**config.mk**
```make
export PLATFORM = sky130hd
export DESIGN_NAME = crc8_frame_receiver_core
export DESIGN_NICKNAME = d
export VERILOG_FILES = /design/src/hdl/crc8fr_pkg.sv /design/src/hdl/crc8fr_payload_store.sv /design/src/hdl/crc8_frame_receiver_core.sv
export VERILOG_INCLUDE_DIRS = /design/src /design/src/hdl
export SDC_FILE = /design/constraint.sdc
export NUM_CORES = 1
export LEC_CHECK = 0
export ABC_AREA = 1
export ABC_CLOCK_PERIOD_IN_PS = 2700
export BUFFER_PORTS_ARGS = -buffer_cell sky130_fd_sc_hd__buf_2
export CORE_ASPECT_RATIO = 1.25
export CORE_UTILIZATION = 56
export CTS_CLUSTER_DIAMETER = 60
export DETAILED_ROUTE_END_ITERATION = 8
export HOLD_SLACK_MARGIN = 0.06
export MAX_ROUTING_LAYER = met4
export PLACE_DENSITY_LB_ADDON = 0.2
export REMOVE_ABC_BUFFERS = 1
export SYNTH_ARGS = -nofsm -noshare
export SYNTH_HDL_FRONTEND = slang
export SYNTH_SLANG_ARGS = --single-unit
export TNS_END_PERCENT = 30
```
**constraint.sdc**
```tcl
create_clock -name clk -period 2.7 [get_ports clk]
set_clock_uncertainty 0.15 [all_clocks]
set_input_delay 0 -clock clk [delete_from_list [all_inputs] [get_ports clk]]
set_output_delay 0 -clock clk [all_outputs]
set_load 0.02 [all_outputs]
```
**src/hdl/crc8_frame_receiver_core_assert.svh**
```systemverilog
// Assertion macros shared by the receiver core.
// Each check is clocked on clk and held off while rst_n is low.
`ifndef CRC8_FRAME_RECEIVER_CORE_ASSERT_SVH
`define CRC8_FRAME_RECEIVER_CORE_ASSERT_SVH

// Same-cycle implication.
`define CRC8FR_ASSERT_NOW(lbl, ante, cons, msg) \
  lbl: assert property (@(posedge clk) disable iff (!rst_n) (ante) |-> (cons)) \
    else $error(msg);

// Next-cycle implication.
`define CRC8FR_ASSERT_NEXT(lbl, ante, cons, msg) \
  lbl: assert property (@(posedge clk) disable iff (!rst_n) (ante) |=> (cons)) \
    else $error(msg);

`endif

```
**src/hdl/crc8fr_pkg.sv**
```systemverilog
package crc8fr_pkg;

  // Defaults and fixed codes of the receiver
  localparam int MAX_PAYLOAD_DEF = 32;
  localparam int STORE_AW_MAX = 6;

  localparam logic [7:0] CRC_POLY         = 8'h31;
  localparam logic [7:0] CRC_INIT         = 8'hFF;
  localparam logic [7:0] START_MARKER_RST = 8'hAA;
  localparam logic [7:0] HUNT_LIMIT_RST   = 8'd4;

  typedef enum logic [1:0] {
    PH_HUNT,
    PH_KIND,
    PH_SIZE,
    PH_BODY
  } phase_t;

  typedef enum logic [1:0] {
    EM_IDLE,
    EM_READ,
    EM_LOAD
  } emit_state_t;

  typedef enum logic [1:0] {
    ST_GOOD     = 2'd0,
    ST_TIMEOUT  = 2'd1,
    ST_OVERSIZE = 2'd2,
    ST_CRC_ERR  = 2'd3
  } status_t;

  typedef enum logic {
    CFG_START_MARKER = 1'b0,
    CFG_HUNT_LIMIT   = 1'b1
  } cfg_reg_t;

  // Access request to the payload store
  typedef struct packed {
    logic                    wr_en;
    logic [STORE_AW_MAX-1:0] wr_addr;
    logic [7:0]              wr_data;
    logic                    rd_en;
    logic [STORE_AW_MAX-1:0] rd_addr;
  } store_req_t;

  // CRC-8 over one byte, MSB first
  function automatic logic [7:0] crc8_update(input logic [7:0] crc, input logic [7:0] b);
    logic [7:0] c;
    c = crc ^ b;
    for (int k = 0; k < 8; k++) begin
      if (c[7]) begin
        c = {c[6:0], 1'b0} ^ CRC_POLY;
      end else begin
        c = {c[6:0], 1'b0};
      end
    end
    return c;
  endfunction

endpackage

```
**src/hdl/crc8fr_payload_store.sv**
```systemverilog
module crc8fr_payload_store #(
  parameter int DEPTH = crc8fr_pkg::MAX_PAYLOAD_DEF
) (
  input  logic                   clk,
  input  crc8fr_pkg::store_req_t req,
  output logic [7:0]             rd_data
);

  localparam int AW = (DEPTH > 1) ? $clog2(DEPTH) : 1;

  logic [7:0] payload_mem_r [DEPTH];
  logic [7:0] rd_data_r;

  // Write one entry per request
  always_ff @(posedge clk) begin
    if (req.wr_en) begin
      payload_mem_r[req.wr_addr[AW-1:0]] <= req.wr_data;
    end
  end

  // Registered read
  always_ff @(posedge clk) begin
    if (req.rd_en) begin
      rd_data_r <= payload_mem_r[req.rd_addr[AW-1:0]];
    end
  end

  assign rd_data = rd_data_r;

endmodule

```
**src/hdl/crc8_frame_receiver_core.sv**
```systemverilog
// Channel | Handshake              | Payload
// in      | in_valid / in_stall    | in_rx_byte
// out     | out_valid / out_stall  | out_status, out_frame_kind, out_payload_length,
//         |                        | out_byte_index, out_payload_byte, out_has_byte, out_last
// cfg     | cfg_valid / cfg_ready  | cfg_index, cfg_data
//
// A status result is shown in the next cycle after the byte that ends it is taken.
// A good frame of N payload bytes plays out of the payload memory byte by byte
// (a read and then a load of the output register for each byte, single read port).
// Input is held off while a result waits in the output register or a run plays out.
// Reset is synchronous; the payload memory has no clearing pass.
// out_stall holds the output register and the run sequencer in place.
module crc8_frame_receiver_core #(
  parameter int MAX_PAYLOAD = crc8fr_pkg::MAX_PAYLOAD_DEF
) (
  input  logic       clk,
  input  logic       rst_n,

  input  logic       in_valid,
  output logic       in_stall,
  input  logic [7:0] in_rx_byte,

  output logic       out_valid,
  input  logic       out_stall,
  output logic [1:0] out_status,
  output logic [7:0] out_frame_kind,
  output logic [7:0] out_payload_length,
  output logic [4:0] out_byte_index,
  output logic [7:0] out_payload_byte,
  output logic       out_has_byte,
  output logic       out_last,

  input  logic       cfg_valid,
  output logic       cfg_ready,
  input  logic       cfg_index,
  input  logic [7:0] cfg_data
);

  localparam int LW = $clog2(MAX_PAYLOAD + 1);

  // Configuration
  logic [7:0] start_marker_r;
  logic [7:0] hunt_limit_r;

  // Frame state
  crc8fr_pkg::phase_t      phase_r, phase_nxt;
  crc8fr_pkg::emit_state_t emit_state_r, emit_state_nxt;
  logic [7:0]    discard_count_r, discard_count_nxt;
  logic [7:0]    held_kind_r, held_kind_nxt;
  logic [LW-1:0] held_length_r, held_length_nxt;
  logic [LW-1:0] received_count_r, received_count_nxt;
  logic [LW-1:0] emit_idx_r, emit_idx_nxt;
  logic [7:0]    running_crc_r, running_crc_nxt;

  // Output register
  logic                out_valid_r, out_valid_nxt;
  crc8fr_pkg::status_t out_status_r, out_status_nxt;
  logic [7:0]          out_frame_kind_r, out_frame_kind_nxt;
  logic [7:0]          out_payload_length_r, out_payload_length_nxt;
  logic [4:0]          out_byte_index_r, out_byte_index_nxt;
  logic [7:0]          out_payload_byte_r, out_payload_byte_nxt;
  logic                out_has_byte_r, out_has_byte_nxt;
  logic                out_last_r, out_last_nxt;

  logic                   in_acc;
  logic                   out_free;
  logic                   is_oversize;
  logic                   body_more;
  logic                   start_emit;
  logic                   res_load;
  crc8fr_pkg::status_t    res_status;
  logic [7:0]             res_kind;
  logic [7:0]             res_length;
  logic                   rd_en;
  logic                   load_byte;
  logic                   emit_last;
  logic [7:0]             discard_inc;
  logic [7:0]             rd_data;
  crc8fr_pkg::store_req_t store_req;

  assign in_stall  = (emit_state_r != crc8fr_pkg::EM_IDLE) || out_valid_r;
  assign in_acc    = in_valid && !in_stall;
  assign out_free  = !out_valid_r || !out_stall;
  assign cfg_ready = 1'b1;

  assign is_oversize = in_rx_byte > 8'(MAX_PAYLOAD);
  assign body_more   = received_count_r < held_length_r;
  assign discard_inc = discard_count_r + 8'd1;
  assign emit_last   = ((LW+1)'(emit_idx_r) + (LW+1)'(1)) == (LW+1)'(held_length_r);

  // Payload memory
  crc8fr_payload_store #(
    .DEPTH(MAX_PAYLOAD)
  ) u_store (
    .clk    (clk),
    .req    (store_req),
    .rd_data(rd_data)
  );

  // Take configuration writes
  always_ff @(posedge clk) begin
    if (!rst_n) begin
      start_marker_r <= crc8fr_pkg::START_MARKER_RST;
      hunt_limit_r   <= crc8fr_pkg::HUNT_LIMIT_RST;
    end else if (cfg_valid && cfg_ready) begin
      unique case (crc8fr_pkg::cfg_reg_t'(cfg_index))
        crc8fr_pkg::CFG_START_MARKER: start_marker_r <= cfg_data;
        crc8fr_pkg::CFG_HUNT_LIMIT:   hunt_limit_r   <= cfg_data;
        default: ;
      endcase
    end
  end

  // Advance the receive phase
  always_comb begin
    phase_nxt = phase_r;
    if (in_acc) begin
      unique case (phase_r)
        crc8fr_pkg::PH_HUNT: begin
          if (in_rx_byte == start_marker_r) phase_nxt = crc8fr_pkg::PH_KIND;
        end
        crc8fr_pkg::PH_KIND: phase_nxt = crc8fr_pkg::PH_SIZE;
        crc8fr_pkg::PH_SIZE: begin
          phase_nxt = is_oversize ? crc8fr_pkg::PH_HUNT : crc8fr_pkg::PH_BODY;
        end
        crc8fr_pkg::PH_BODY: begin
          if (!body_more) phase_nxt = crc8fr_pkg::PH_HUNT;
        end
        default: phase_nxt = crc8fr_pkg::PH_HUNT;
      endcase
    end
  end

  // Frame datapath: CRC, counters, store accesses, status results
  always_comb begin
    discard_count_nxt  = discard_count_r;
    held_kind_nxt      = held_kind_r;
    held_length_nxt    = held_length_r;
    received_count_nxt = received_count_r;
    running_crc_nxt    = running_crc_r;
    start_emit         = 1'b0;
    res_load           = 1'b0;
    res_status         = crc8fr_pkg::ST_GOOD;
    res_kind           = held_kind_r;
    res_length         = 8'(held_length_r);
    store_req.wr_en    = 1'b0;
    store_req.wr_addr  = crc8fr_pkg::STORE_AW_MAX'(received_count_r);
    store_req.wr_data  = in_rx_byte;
    store_req.rd_en    = rd_en;
    store_req.rd_addr  = crc8fr_pkg::STORE_AW_MAX'(emit_idx_r);
    if (in_acc) begin
      unique case (phase_r)
        crc8fr_pkg::PH_HUNT: begin
          if (in_rx_byte == start_marker_r) begin
            discard_count_nxt = 8'd0;
            running_crc_nxt   = crc8fr_pkg::crc8_update(crc8fr_pkg::CRC_INIT, in_rx_byte);
          end else if (discard_inc >= hunt_limit_r) begin
            discard_count_nxt = 8'd0;
            res_load          = 1'b1;
            res_status        = crc8fr_pkg::ST_TIMEOUT;
            res_kind          = 8'd0;
            res_length        = 8'd0;
          end else begin
            discard_count_nxt = discard_inc;
          end
        end
        crc8fr_pkg::PH_KIND: begin
          held_kind_nxt   = in_rx_byte;
          running_crc_nxt = crc8fr_pkg::crc8_update(running_crc_r, in_rx_byte);
        end
        crc8fr_pkg::PH_SIZE: begin
          if (is_oversize) begin
            discard_count_nxt = 8'd0;
            res_load          = 1'b1;
            res_status        = crc8fr_pkg::ST_OVERSIZE;
            res_length        = in_rx_byte;
          end else begin
            held_length_nxt    = in_rx_byte[LW-1:0];
            received_count_nxt = '0;
            running_crc_nxt    = crc8fr_pkg::crc8_update(running_crc_r, in_rx_byte);
          end
        end
        crc8fr_pkg::PH_BODY: begin
          if (body_more) begin
            store_req.wr_en    = 1'b1;
            running_crc_nxt    = crc8fr_pkg::crc8_update(running_crc_r, in_rx_byte);
            received_count_nxt = received_count_r + LW'(1);
          end else begin
            discard_count_nxt = 8'd0;
            if (in_rx_byte != running_crc_r) begin
              res_load   = 1'b1;
              res_status = crc8fr_pkg::ST_CRC_ERR;
            end else if (held_length_r == '0) begin
              res_load   = 1'b1;
              res_status = crc8fr_pkg::ST_GOOD;
            end else begin
              start_emit = 1'b1;
            end
          end
        end
        default: ;
      endcase
    end
  end

  // Advance the run sequencer
  always_comb begin
    emit_state_nxt = emit_state_r;
    unique case (emit_state_r)
      crc8fr_pkg::EM_IDLE: begin
        if (start_emit) emit_state_nxt = crc8fr_pkg::EM_READ;
      end
      crc8fr_pkg::EM_READ: begin
        if (out_free) emit_state_nxt = crc8fr_pkg::EM_LOAD;
      end
      crc8fr_pkg::EM_LOAD: begin
        emit_state_nxt = emit_last ? crc8fr_pkg::EM_IDLE : crc8fr_pkg::EM_READ;
      end
      default: emit_state_nxt = crc8fr_pkg::EM_IDLE;
    endcase
  end

  // Drive the run sequencer outputs
  always_comb begin
    rd_en     = 1'b0;
    load_byte = 1'b0;
    unique case (emit_state_r)
      crc8fr_pkg::EM_IDLE: ;
      crc8fr_pkg::EM_READ: rd_en = out_free;
      crc8fr_pkg::EM_LOAD: load_byte = 1'b1;
      default: ;
    endcase
  end

  // Step the run index
  always_comb begin
    emit_idx_nxt = emit_idx_r;
    if (start_emit) begin
      emit_idx_nxt = '0;
    end else if (load_byte && !emit_last) begin
      emit_idx_nxt = emit_idx_r + LW'(1);
    end
  end

  // Load or drain the output register
  always_comb begin
    out_valid_nxt          = out_valid_r;
    out_status_nxt         = out_status_r;
    out_frame_kind_nxt     = out_frame_kind_r;
    out_payload_length_nxt = out_payload_length_r;
    out_byte_index_nxt     = out_byte_index_r;
    out_payload_byte_nxt   = out_payload_byte_r;
    out_has_byte_nxt       = out_has_byte_r;
    out_last_nxt           = out_last_r;
    if (out_valid_r && !out_stall) out_valid_nxt = 1'b0;
    if (res_load) begin
      out_valid_nxt          = 1'b1;
      out_status_nxt         = res_status;
      out_frame_kind_nxt     = res_kind;
      out_payload_length_nxt = res_length;
      out_byte_index_nxt     = 5'd0;
      out_payload_byte_nxt   = 8'd0;
      out_has_byte_nxt       = 1'b0;
      out_last_nxt           = 1'b1;
    end else if (load_byte) begin
      out_valid_nxt          = 1'b1;
      out_status_nxt         = crc8fr_pkg::ST_GOOD;
      out_frame_kind_nxt     = held_kind_r;
      out_payload_length_nxt = 8'(held_length_r);
      out_byte_index_nxt     = 5'(emit_idx_r);
      out_payload_byte_nxt   = rd_data;
      out_has_byte_nxt       = 1'b1;
      out_last_nxt           = emit_last;
    end
  end

  // Control registers
  always_ff @(posedge clk) begin
    if (!rst_n) begin
      phase_r          <= crc8fr_pkg::PH_HUNT;
      emit_state_r     <= crc8fr_pkg::EM_IDLE;
      discard_count_r  <= 8'd0;
      held_kind_r      <= 8'd0;
      held_length_r    <= '0;
      received_count_r <= '0;
      emit_idx_r       <= '0;
      running_crc_r    <= crc8fr_pkg::CRC_INIT;
      out_valid_r      <= 1'b0;
    end else begin
      phase_r          <= phase_nxt;
      emit_state_r     <= emit_state_nxt;
      discard_count_r  <= discard_count_nxt;
      held_kind_r      <= held_kind_nxt;
      held_length_r    <= held_length_nxt;
      received_count_r <= received_count_nxt;
      emit_idx_r       <= emit_idx_nxt;
      running_crc_r    <= running_crc_nxt;
      out_valid_r      <= out_valid_nxt;
    end
  end

  // Output payload registers
  always_ff @(posedge clk) begin
    out_status_r         <= out_status_nxt;
    out_frame_kind_r     <= out_frame_kind_nxt;
    out_payload_length_r <= out_payload_length_nxt;
    out_byte_index_r     <= out_byte_index_nxt;
    out_payload_byte_r   <= out_payload_byte_nxt;
    out_has_byte_r       <= out_has_byte_nxt;
    out_last_r           <= out_last_nxt;
  end

  assign out_valid          = out_valid_r;
  assign out_status         = out_status_r;
  assign out_frame_kind     = out_frame_kind_r;
  assign out_payload_length = out_payload_length_r;
  assign out_byte_index     = out_byte_index_r;
  assign out_payload_byte   = out_payload_byte_r;
  assign out_has_byte       = out_has_byte_r;
  assign out_last           = out_last_r;

  // Checks
`include "crc8_frame_receiver_core_assert.svh"

  `CRC8FR_ASSERT_NOW(a_rd_in_range, rd_en, emit_idx_r < held_length_r, "store read past frame length")
  `CRC8FR_ASSERT_NOW(a_no_wr_in_run, store_req.wr_en, emit_state_r == crc8fr_pkg::EM_IDLE, "store write during a run")
  `CRC8FR_ASSERT_NEXT(a_run_starts, start_emit, emit_state_r == crc8fr_pkg::EM_READ, "run did not start after good frame")
  `CRC8FR_ASSERT_NOW(a_last_index, out_valid_r && out_has_byte_r && out_last_r, out_byte_index_r == 5'(held_length_r - LW'(1)), "last flag on wrong byte")

endmodule
```
## Word-level counts from Yosys, hierarchy flattened

Memories as Yosys holds them, arrays and structs flattened. A register that Yosys moved wholly into a read port is not among the register bits.
Index checks and enable logic that the tools add are counted.

| word-level totals | value |
|---|---|
| register bits after elaboration | 96 |
| memory bits (writable) | 256 |
| input port bits | 22 |
| word-level logic and storage cells | 275 |
| memories | 1 |

Memory list:

| memory | words | bits a word | read ports | clocked after memory_dff | write ports | RTL line | source |
|---|---|---|---|---|---|---|---|
| u_store.payload_mem_r | 32 | 8 | 1 | 1 | 1 | crc8fr_payload_store.sv:11 | `logic [7:0] payload_mem_r [DEPTH];` |

| operators by class | value |
|---|---|
| $add $sub $neg | 4 |
| order comparisons | 3 |
| equal/unequal tests | 15 |
| muxes and demuxes | 172 |
| bitwise gates (word level) | 35 |
| reduce and logical (&&, ||, !) cells | 27 |

Operator list:

| operator | number |
|---|---|
| two-way mux 8 bit | 94 |
| two-way mux 6 bit | 34 |
| NOT 3 bit | 30 |
| one-hot mux 8 bit (4 select lines) | 1 |
| two-way mux 1 bit | 25 |
| one-hot mux 8 bit (3 select lines) | 1 |
| two-way mux 2 bit | 11 |
| one-hot mux 8 bit (2 select lines) | 1 |
| != test 2 bit, second input constant | 7 |
| adder 6 x 1 -> 6 bit, second input constant | 2 |
| one-hot mux 2 bit (3 select lines) | 2 |
| one-hot mux 6 bit (2 select lines) | 1 |
| AND reduction 4 bit | 3 |
| adder 8 x 1 -> 8 bit, second input constant | 1 |
| == test 8 bit | 1 |
| >= comparator 8 bit | 1 |
| greater-than comparator 8 x 6 -> 1 bit, second input constant | 1 |
| != test 8 bit | 1 |
| NOT 8 bit | 1 |
| one-hot mux 2 bit (4 select lines) | 1 |
| AND reduction 2 bit | 4 |
| XOR 8 bit | 1 |
| adder 6 x 1 -> 7 bit, second input constant | 1 |
| == test 7 x 6 -> 1 bit | 1 |
| other kinds (14) | 30 |

## Depth between registers and ports, before layout

| depth | value |
|---|---|
| depth after elaboration | 40 |
| mapped depth | 17 |
| gate-level depth less buffers | 17 |

## Cells and area by module

From an unflattened synthesis, not the netlist that was laid out.

| unflattened totals | value |
|---|---|
| cell total of the unflattened synthesis | 1621 |
| area total of the unflattened synthesis | 16148.0 sq um |

By module, submodules not included:

| module | times used | cells an instance | area each (sq um) | seq. area each (sq um) |
|---|---|---|---|---|
| crc8fr_payload_store | 1 | 922 | 10866.7 | 7927.6 |
| crc8_frame_receiver_core | 1 | 699 | 5281.3 | 2102.0 |

## Worst setup path before layout

Ideal clock, no wire load.

| timing | value |
|---|---|
| path kind | register to register |
| from | register discard_count_r[2] |
| to | register out_frame_kind_r[0] (netlist: out_frame_kind[0]) (enable) |
| library setup time | 375 ps |
| arrival | 2364 ps |
| data required time | 2175 ps |
| slack | -189 ps |
| stages on the path, launching flop included | 16 |
| period minus slack after synthesis | 2889 ps |
| cells stage by stage | dfxtp_1 > nand2_1 > nor2_1 > nand4_1 > nor2_1 > xnor2_1 > inv_1 > ha_1 > nand2_1 > nor2_1 > nand4_1 > nand3_1 > nand3_1 > nand3_4 > nand2_4 > nand2_1 |

| on the way | value |
|---|---|
| cells in the longest elaborated chain, start to end | 7 |

Ends and longest elaborated chain:

| item | RTL line | source |
|---|---|---|
| from (decl) | crc8_frame_receiver_core.sv:48 | `logic [7:0] discard_count_r, discard_count_nxt;` |
| from (signal assigned) | crc8_frame_receiver_core.sv:292 | `discard_count_r <= discard_count_nxt;` |
| adder 8 x 1 -> 8 bit | crc8_frame_receiver_core.sv:88 | `assign discard_inc = discard_count_r + 8'd1;` |
| >= comparator 8 bit | crc8_frame_receiver_core.sv:157 | `end else if (discard_inc >= hunt_limit_r) begin` |
| two-way mux 1 bit | crc8_frame_receiver_core.sv:157 |  |
| two-way mux 1 bit | crc8_frame_receiver_core.sv:154 | `if (in_rx_byte == start_marker_r) begin` |
| one-hot mux 1 bit (3 select lines) | crc8_frame_receiver_core.sv:152 | `unique case (phase_r)` |
| two-way mux 1 bit | crc8_frame_receiver_core.sv:151 | `if (in_acc) begin` |
| nonzero test 2 bit (no source line) | -- |  |
| to (signal assigned) | crc8_frame_receiver_core.sv:305 | `out_frame_kind_r <= out_frame_kind_nxt;` |
| to (decl) | crc8_frame_receiver_core.sv:58 | `logic [7:0] out_frame_kind_r, out_frame_kind_nxt;` |

No other way between the ends.
A chain may end at the register's enable or synchronous reset.

## Worst setup path after layout

| timing | value |
|---|---|
| from | register discard_count_r[0] |
| to | register out_frame_kind_r[3] (netlist: out_frame_kind[3]) (enable) |

The elaborated chain is that of the path after synthesis.

==> summary.txt <==
Run status
  • Status: finished with violations
  • Failing checks: setup timing

Critical path
  • CP Max Fanout: 6
  • CP cell instances: inv_4 > nor2_4 > nand4_1 > nor2_2 > xnor2_1 > inv_1 > ha_4 > nand2_2 > nor2_2 > nand4_1 > nand3_2 > nand3_4 > nand3_4 > nand2_4 > nand2_4 > clkbuf_16
  • Worst setup SP type: flop
  • RR Endpoint: out_frame_kind[3]
  • Worst Reg-to-Reg Cells: 16
  • Count of buffer and inverter cells on the critical path: 3
  • WP data required: about 2.8 ns
  • Max stage delay on crit path: between 0.3 and 0.4 ns
  • CP arrival: 2.84 ns
  • RR Startpoint: discard_count_r[0]
  • Delay-heaviest family, CP: simple AND/OR/NAND/NOR gates
  • CP Class: flop to flop
  • R2R setup slack: -0.07 ns
  • CP max-delay cell: dfxtp_4
  • Setup crit end kind: flop

Global route
  • Gr ovfl total: 0
  • Initial antenna violation count: 0
  • First-pass GRT wire length: a little under 60 mm
  • Largest net degree at the start of global routing: ~70
  • Global-route usage over all layers: ~28%
  • Vias in the first global route: about 11k

Logic synthesis
  • Flops & latches, synth: between 300 and 400
  • EDFF count, synth: between 200 and 300
  • Yosys warns: 0
  • Netlist cell types: a little over 40
  • Synth Cell Area: 15570 sq um
  • Cell taking the most area after synthesis: edfxtp_1
  • Post-synthesis sequential area ratio: 64.40%
  • Top post-synthesis cells by area: edfxtp_1 54%, dfxtp_1 10%, o21ai_0 5.9%, nor2_1 5.6%, nand2_1 5.0%
  • FFs w/ async S/R, synth: 0%
  • Area share of the largest cell type after synthesis: between 50% and 60%
  • Main flop type after synthesis: edfxtp_1
  • Mapped Cells: 1470
  • Syn_area_per_cell: around 11 sq um

Place
  • HPWL Detailed: ~24 mm
  • Placer Congestion: about 0.87
  • Placed Area: 16630 sq um
  • Placed cells: roughly 1.9k
  • Port bufs: 56

Drt
  • Final WL: 37.88 mm
  • M1 WL: ~14 mm
  • DRT iter0 DRCs: slightly above 900
  • Antenna Nets Post-Route: 0
  • Max layer used: met4
  • Vias per cell: a little under 6
  • Met2 WL: around 20 mm
  • Detailed-route DRC error count: 0
  • Routed wire per std cell: roughly 19 um
  • WL met3: between 2 and 2.5 mm
  • Number of iterations in the first detailed-routing pass: 7
  • Via count: 11.48k

Clock tree
  • Root buffer cell: clkbuf_16
  • CTS tree: done
  • Cts bufs inserted: 34
  • Clock latency at the later pin of the worst-skew pair: between 0.5 and 0.6 ns
  • H-tree levels: 2
  • Clk buf depth: 3
  • Clock sinks: 360
  • Clock Pin Slew Worst Setup and Hold Paths: 0.06 ns

Floorplan
  • Core Rows: 67
  • Initial core utilization: between 50% and 60%
  • Die Footprint: 28490 sq um
  • I/O pin count: slightly below 60
  • Chip height: about 190 um
  • Core box area: between 20000 and 30000 sq um
  • Die X: between 150 and 200 um

Finish
  • Final instance area: around 18000 sq um
  • Final nets: approximately 1.7k
  • Fin cells: about 2.0k
  • Fraction of layout cells with a size suffix above 1: around 16%
  • Area growth syn-to-layout: 18.12%
  • Fillcell total: between 1.5k and 2k
  • Ant diodes: 0
  • Final Core Density: around 68%

STA
  • Final worst path period need: roughly 2.8 ns
  • # setup viols final: 19
  • Fin crit share: 102.8%
  • Slew HR: ~53%
  • Final hold vios: 0
  • FMAX: between 0.3 and 0.4 GHz
  • Pins over their slew limit: 0
  • RSZ-0062 raised after global routing: yes
  • Worst slew pin tran: just over 0.7 ns
  • Setup ws final: -0.07490 ns

Pwr
  • Max VDD drop: 0.4973 mV
  • PD cells: 652.5 nW/um^2
  • Leakage: around 6.9 nW

Run
  • Maximum capacitance violations: 0

Hold path
  • HP Class: input port to flop
  • Hold_sp: cfg_data[1]
  • Hold EP: hunt_limit_r[1]
  • Hold depth: 4
-- Yosys cell counts (19+ instances only) --
library cell,instances
edfxtp_1,282
ha_1,19
o221ai_1,52
clkbuf_1,42
a21oi_1,58
dfxtp_1,78
xor2_1,23
nand2_1,209
nand3_1,76
inv_1,76
nor2_1,233
o21ai_0,185
-- registers in the layout (all words and copies together), names as in the netlist --
name	cells
running_crc_r	8
out_frame_kind	8
u_store.payload_mem_r	256
received_count_r	6
emit_idx_r	6
held_kind_r	8
held_length_r	6
out_payload_byte	8
discard_count_r	8
out_last	1
phase_r	2
hunt_limit_r	8
out_status	2
out_payload_length	8
start_marker_r	8
u_store.rd_data	8
out_valid	1
emit_state_r	2
out_byte_index	5
out_has_byte	1
-- cell usage in the layout (no fill, tap or decap), types with 4 or more instances in the layout --
cell type      netlist  layout
clkbuf_16            0      36
nor2_1             233     227
inv_2                8       8
xnor2_1             15      15
buf_4                9      82
edfxtp_1           282     282
a21oi_2              4       4
nand2_4              2       5
dlygate4sd3_1        0      39
o221ai_1            52      52
nand3_1             76      73
inv_1               76      73
nand2_1            209     202
buf_12               0       7
clkinv_1             3       6
o22ai_1             12      12
o21ai_0            185     182
buf_2               18      56
o21a_1               5       5
ha_1                19      17
nand4_1              6       6
nand3_2              3       4
xor2_1              23      22
a21oi_1             58      58
nor2_2               8      13
clkinv_2             0       7
nand2_2              5       9
clkbuf_1            42       8
bufinv_16            0       4
nand3_4              1       4
o211ai_1             7       7
dfxtp_1             78      73
-- layout make-up --
type	instances	area (sq um)	area share, %
clock buffers	45	933.4	5.074
clock inverters	16	182.7	0.9930
inverters	88	349.1	1.898
multi-input cells	944	4979	27.06
flip-flops and latches	360	10040	54.59
well taps	345	431.7	2.346
repair buffers	187	1478	8.032
-- logic make-up after synthesis --
kind of cell,after synthesis,share of synthesized area (%)
fa+ha+maj,19,1.526
flops,360,64.40
xor+xnor,40,2.346
compound gates,330,12.32
simple gates,553,14.74
other cells,1,0.02408
buf+inv,167,4.644
-- worst reg2reg max path: cells and delay by family, from the launching register on --
family                     cells  cell delay, ns
and+or+nand+nor               11            1.26
DFF                            1            0.38
buffers and inverters          3            0.29
adders and majority gates      1            0.28
xor gates and xnor gates       1            0.12
-- report_power, final --
group | internal, mW | total (mW) | switching, mW
registers | 6.07 | 6.13 | 0.0599
clock network | 2.83 | 4.81 | 1.98
logic | 0.395 | 1.07 | 0.677
total | 9.29 | 12.0 | 2.72
-- how the worst max path moves through the flow --
stage,startpoint,end,cells past startpoint
2_1_floorplan,emit_idx_r[0],u_store.rd_data[1],6
6_report,discard_count_r[0],out_frame_kind[3],16
5_1_grt,discard_count_r[0],out_frame_kind[3],16
3_5_place_dp,discard_count_r[0],out_payload_length[5],16
3_3_place_gp,discard_count_r[0],out_payload_length[1],16
4_1_cts,discard_count_r[1],out_frame_kind[0],16
-- repair_timing --
item | CTS | global route
pin swaps | 6 | 16
buffers inserted | 0 | 5
hold buffers | 39 | 0
gates cloned | 0 | 2
endpoints found under the setup margin | 52 | 59
endpoints found under the hold margin | 214 | 0
gates resized for setup | 14 | 36
-- per-stage QoR --
stage | setup TNS (ns) | hold WS [ns] | setup slack [ns] | power (mW)
final | -0.9980 | 0.1818 | -0.07490 | 12.00
after global routing | -9.723 | 0.2140 | -0.2708 | 12.36
after CTS | -0.2861 | 0.1386 | -0.02158 | 11.94
after detailed placement | -11.10 | 0.08390 | -0.2649 | 7.125
after global placement | -8.388 | 0.08014 | -0.2202 | 7.111
after floorplan | -38.67 | -0.06588 | -2.870 | 6.768
-- routing by layer --
metal | vias to the layer above | GRT usage, %
met5 | - | -
met4 | 0 | 10.04
met3 | 72 | 2.809
met2 | 393 | 48.69
met1 | 5570 | 33.86
li1 | 5448 | -
No activity file was read; power rests on OpenSTA's default activity.
